`config.mk`:
```
export PLATFORM = sky130hd
export DESIGN_NAME = vtyp_cell
export DESIGN_NICKNAME = d
export VERILOG_FILES = /design/src/rtl/vtyp_pkg.sv /design/src/rtl/vtyp_cell.sv
export SDC_FILE = /design/constraint.sdc
export NUM_CORES = 1
export LEC_CHECK = 0
export ABC_AREA = 1
export BUFFER_PORTS_ARGS = -buffer_cell sky130_fd_sc_hd__buf_2
export CORE_MARGIN = 4
export CORE_UTILIZATION = 50
export DETAILED_ROUTE_END_ITERATION = 12
export PLACE_DENSITY = 0.73
export SYNTH_ARGS = -nofsm -noshare
export SYNTH_HDL_FRONTEND = slang
export SYNTH_SLANG_ARGS = --single-unit
```
`constraint.sdc`:
```
create_clock -name i_clk -period 2.2 [get_ports i_clk]
set_input_delay 0.22 -clock i_clk [delete_from_list [all_inputs] [get_ports i_clk]]
set_output_delay 0.22 -clock i_clk [all_outputs]
set_load 0.05 [all_outputs]
```
`src/rtl/vtyp_pkg.sv`:
```
package vtyp_pkg;

    localparam int COORD_W = 24;
    localparam int GUARD_W = 20;
    // headroom for gain growth over both vectoring passes
    localparam int HEAD_W  = 4;
    localparam int DW      = COORD_W + GUARD_W + HEAD_W;
    localparam int ANG_W   = 26;
    localparam int OUT_W   = 25;

    localparam logic signed [ANG_W-1:0] DEG_90  = ANG_W'(90 * 65536);
    localparam logic signed [ANG_W-1:0] DEG_270 = ANG_W'(270 * 65536);
    localparam logic signed [ANG_W-1:0] DEG_360 = ANG_W'(360 * 65536);

    typedef struct packed {
        logic signed [COORD_W-1:0] coord_x;
        logic signed [COORD_W-1:0] coord_y;
        logic signed [COORD_W-1:0] coord_z;
    } t_in_item;

    typedef struct packed {
        logic [OUT_W-1:0] yaw_deg;
        logic [OUT_W-1:0] pitch_deg;
    } t_out_item;

    typedef struct packed {
        logic signed [DW-1:0]    x;
        logic signed [DW-1:0]    y;
        logic signed [ANG_W-1:0] acc;
    } t_vec;

    typedef struct packed {
        logic zero_xy;
        logic z_pos;
        logic z_neg;
    } t_side;

    // atan(2^-i) in degrees, Q16, rounded to nearest
    function automatic logic signed [ANG_W-1:0] atan_q16(input logic [4:0] idx);
        logic signed [ANG_W-1:0] v;
        case (idx)
            5'd0:    v = ANG_W'(2949120);
            5'd1:    v = ANG_W'(1740967);
            5'd2:    v = ANG_W'(919879);
            5'd3:    v = ANG_W'(466945);
            5'd4:    v = ANG_W'(234379);
            5'd5:    v = ANG_W'(117304);
            5'd6:    v = ANG_W'(58666);
            5'd7:    v = ANG_W'(29335);
            5'd8:    v = ANG_W'(14668);
            5'd9:    v = ANG_W'(7334);
            5'd10:   v = ANG_W'(3667);
            5'd11:   v = ANG_W'(1833);
            5'd12:   v = ANG_W'(917);
            5'd13:   v = ANG_W'(458);
            5'd14:   v = ANG_W'(229);
            5'd15:   v = ANG_W'(115);
            5'd16:   v = ANG_W'(57);
            5'd17:   v = ANG_W'(29);
            5'd18:   v = ANG_W'(14);
            5'd19:   v = ANG_W'(7);
            5'd20:   v = ANG_W'(4);
            5'd21:   v = ANG_W'(2);
            5'd22:   v = ANG_W'(1);
            default: v = '0;
        endcase
        return v;
    endfunction

    // fold into [0,360); anything still outside drops to zero
    function automatic logic [OUT_W-1:0] wrap_angle(input logic signed [ANG_W-1:0] a);
        logic signed [ANG_W-1:0] t;
        t = a;
        if (t < 0) begin
            t = t + DEG_360;
        end
        if (t >= DEG_360 || t < 0) begin
            t = '0;
        end
        return t[OUT_W-1:0];
    endfunction

endpackage

```
`src/rtl/vtyp_cell.sv`:
```
module vtyp_cell #(
    parameter int SHIFT = 0
) (
    input  logic            i_clk,
    input  logic            i_en,
    input  vtyp_pkg::t_vec  i_vec,
    output vtyp_pkg::t_vec  o_vec
);

    logic signed [vtyp_pkg::DW-1:0]    w_x;
    logic signed [vtyp_pkg::DW-1:0]    w_y;
    logic signed [vtyp_pkg::DW-1:0]    w_xs;
    logic signed [vtyp_pkg::DW-1:0]    w_ys;
    logic signed [vtyp_pkg::ANG_W-1:0] w_acc;
    logic signed [vtyp_pkg::ANG_W-1:0] w_ang;
    vtyp_pkg::t_vec                    n_vec;
    vtyp_pkg::t_vec                    r_vec;

    assign w_x   = i_vec.x;
    assign w_y   = i_vec.y;
    assign w_acc = i_vec.acc;
    assign w_xs  = w_x >>> SHIFT;
    assign w_ys  = w_y >>> SHIFT;
    assign w_ang = vtyp_pkg::atan_q16(5'(SHIFT));

    // rotate toward y = 0
    always_comb begin
        if (w_y[vtyp_pkg::DW-1]) begin
            n_vec.x   = w_x - w_ys;
            n_vec.y   = w_y + w_xs;
            n_vec.acc = w_acc - w_ang;
        end else begin
            n_vec.x   = w_x + w_ys;
            n_vec.y   = w_y - w_xs;
            n_vec.acc = w_acc + w_ang;
        end
    end

    always_ff @(posedge i_clk) begin
        if (i_en) begin
            r_vec <= n_vec;
        end
    end

    assign o_vec = r_vec;

endmodule
```
After elaboration in Yosys (flattened, before gate mapping)
Cells that the tools add are included.
Word-level totals
  register bits after elaboration: 122
  word-level logic and storage cells: 9
Cells by class
  add/subtract/negate cells: 5
  muxes and demuxes: 1
Operators with widths (number)
  $mux W122: 1
  $sub A48 B48 Y48: 2
  $add A48 B48 Y48: 1
  $add A26 B23 Y26 const B: 1
  $sub A26 B23 Y26 const B: 1

Depth between registers and ports, before layout
  depth in word-level cells: 2
  gate-level depth with buffers: 17

Least setup slack after synthesis
OpenSTA, ideal clock, no wires.
  kind: input to register
  start point: input i_vec[73] (netlist name)
  end point: register r_vec, in the netlist o_vec[23] (data pin)
  data arrival time: 1.918 ns
  required time: 1.941 ns
  slack: 0.023 ns
  cell stages on the path: 10
  path buffers: 2
  path through: inv_1 -> clkbuf_1 -> clkbuf_1 -> ha_1 -> a21oi_1 -> o21ai_0 -> a21oi_1 -> nor2_1 -> nor2_1 -> xnor2_1
RTL lines
  start, declared: RTL line vtyp_cell.sv:6  | input vtyp_pkg::t_vec i_vec,
  end signal, assigned: RTL line vtyp_cell.sv:41  | r_vec <= n_vec;
  end, declared: RTL line vtyp_cell.sv:17  | vtyp_pkg::t_vec r_vec;

==> impl_summary.txt <==
----------------------------------------------------
[Clocking]
  H-tree levels ... 4
  Clock slew seen by the registers of the worst setup and hold paths ... 0.09 ns
  TritonCTS clock tree ... yes
  Setup repair bufs after CTS ... 0
  Master cell of the clock root buffer ... clkbuf_16
  Number of sinks on the clock net ... 121
  Inserted Clock Buffers ... 17
  Number of buffers on the longest clock path ... 2

[Critical path]
  Worst Setup Path Type ... input pin to register
  Highest net fanout along the worst path ... 6
  Critical Path Max Stage Delay ... 0.34 ns
  Master of the slowest instance on the critical path ... ha_1
  Cell-by-cell listing of the critical path ... buf_2 -> inv_1 -> ha_1 -> buf_4 -> nand2_1 -> inv_1 -> a21oi_1 -> nand3_1 -> nand2_1 -> nand3_1 -> nand2_1 -> nand2_1 -> o21ai_1
  Data required time of the worst path ... 2.49 ns
  Crit path max-delay family ... simple AND/OR/NAND/NOR gates
  Cell mode on critical path ... nand2_1
  Setup crit start kind ... input pin
  Buf+Inv Stages, Crit Path ... 4
  Critical path endpoint category ... register
  Worst Path Arrival ... 2.44 ns

[Hold path]
  Kind of path behind the tightest hold check ... input pin to register

[STA]
  Total count of max-transition violations in the final report ... 0
  Remaining max-slew budget at the tightest pin ... 56.4%
  Maximum frequency from static timing analysis ... 465 MHz
  Summed negative setup slack over all endpoints ... 0 ns
  Final min period ... 2.15 ns
  Setup violation total in the final timing report ... 0
  Unrepaired setup endpoints after global routing ... yes
  Worst-case hold slack ... 0.0980 ns
  Slew @ Worst Pin ... 0.652 ns
  Final Cycle Share ... 97.8%
  Number of failing hold endpoints at the final stage ... 0

[Floorplan]
  Area of the core region ... 0.0345 mm2
  Area of the die ... 0.0380 mm2
  Die X ... 195 um
  Effective utilization at floorplan ... 50.7%
  I/O pin total ... 246
  Die boundary height ... 195 um
  Count of standard-cell rows ... 68

[Synthesis]
  Cell Area, Synth ... 0.0175 mm2
  Synth Instances ... 2,958
  Mapped Avg Cell Area ... 5.90 um2
  Sequential cell area fraction in the yosys report ... 20.8%
  Synth top area share ... 23.8%
  Number of unique standard cell types used by synthesis ... 40
  Number of flops mapped to enable cells by yosys ... 121
  Flops & latches, synth ... 121
  Top_reg_cell synth ... edfxtp_1
  Cell taking the most area after synthesis ... nand2_1
  Biggest area contributors in the synthesized netlist ... nand2_1, edfxtp_1, inv_1
  Number of warnings printed during yosys synthesis ... 0
  Share of synthesized registers carrying an async set or reset ... 0%
  Mapped Nets ... 3,251

[Placement]
  Final estimated routing congestion in global placement ... 1.04
  Number of buffers inserted by port buffering ... 245
  Dpl hpwl ... 64,700 um

[Layout]
  Fraction of layout instances using a drive strength above 1 ... 25.3%
  Area Growth Syn to Fin ... 34.7%
  Nets ... 3,946
  Max FFs per register ... 121

[Routing]
  Final antenna-violating net count ... 0
  First-pass iteration count of the detailed router ... 6
  Number of vias in the routed layout ... 22.2k
  DR DRC count ... 0
  Wire length per cell ... 19.1 um
  Sum of routed wire length over all layers ... 78,600 um
  Via density per instance ... 5.39
  Detailed Route Iter0 Violations ... 2,264

[Global routing]
  Number of global-route vias before repair ... 21.7k
  Number of antenna violations at the first check in global routing ... 1
  Global-route wire length before repair ... 119,000 um
  Combined global-route utilization of all metal layers ... 40.3%
  Maximum number of pins on one net before global-route repair ... 102
  Grt total ovfl ... 0

[Flow run]
  Max Cap Violations ... 0

[Pwr]
  P per Cell Area ... 554 mW/mm2
  Leakage power total ... 13.6 nW
  Worst ir drop on vdd ... 0.666 mV

[Outcome]
  Status ... finished, final reports clean

----------------------------------------------------
what timing repair did:
action,4_1_cts,5_1_grt
endpoints found under the setup margin,0,35
gates resized for setup,0,34
hold buffers,16,0
endpoints found under the hold margin,16,0
placed cells by master, fill, tap and decap left out, drive strengths merged, types with 3 or more instances in the layout:
cell	count
and2	5
nand2	1144
bufinv	3
nand3	252
ha	165
nand4	41
xor2	29
nor3	17
inv	598
clkinv	13
nor2	262
dlygate4sd3	16
buf	727
o21bai	18
o21ai	77
o21a	5
o211ai	5
o22ai	10
edfxtp	121
clkbuf	18
a21oi	122
or2	4
xnor2	3
fa	4
cell families after synthesis:
logic type	after synthesis	share of synthesized area, %
DFF	121	20.8
muxes	1	0.0573
and+or+nand+nor	1725	41.9
buffers and inverters	668	15.6
xor gates and xnor gates	32	1.61
AOI/OAI and AO/OA	242	7.73
adders and majority gates	169	12.3
metrics by stage:
stage          cells  setup WS, ns  util [%]  total power (W)  cell area (um2)
2_1_floorplan   2958        0.0231         -          0.00692            17500
3_3_place_gp    4073        -0.394      65.7          0.00950            22600
3_5_place_dp    4073        -0.443      65.7          0.00966            22600
4_1_cts         4121        0.0438      67.9           0.0128            23400
5_1_grt         4121       -0.0336      68.2           0.0136            23500
6_report        4122        0.0484      68.2           0.0130            23500
routing by layer:
metal,GRT usage (%),vias to the layer above,part of all wire [%]
li1,-,10500,-
met1,51.7,10000,39
met2,65.0,1428,44
met3,6.86,322,10
met4,21.3,2,6.6
met5,0,-,0.014
Yosys cell counts, types with 12 or more instances:
cell type / number
nand2_2: 29
o21bai_1: 18
nor2_2: 48
nand4_1: 41
inv_1: 576
ha_1: 165
buf_4: 35
nor3_1: 13
nand2_1: 1107
edfxtp_1: 121
o21ai_1: 17
inv_2: 22
o21ai_0: 58
nor2_1: 202
a21oi_1: 112
nor2_4: 12
nand3_1: 248
xor2_1: 29
final timing paths:
kind / from / end / cells after the start / slack, ns
hold / removal: i_vec[121] / o_vec[121] / 3 / 0.1
setup / recovery: i_vec[36] / o_vec[54] / 13 / 0.05
report_power, final:
group / switching [W] / internal [W] / leakage [nW]
Combinational: 0.00457 / 0.00229 / 12.1
Clock: 0.00132 / 0.00179 / 0.294
Sequential: 0.000111 / 0.00295 / 1.18
cell type report:
cell class                      instances  area (um2)
Antenna cell                            1        2.50
Clock buffer                           18         429
Clock inverter                         14         174
Fill cell                            3006       11000
Inverter                              601        2260
Multi-Input combinational cell       2169       11200
Sequential cell                       121        3630
Tap cell                              455         569
Timing Repair Buffer                  743        5240
Note: power is estimated with default switching activity, not from simulation.
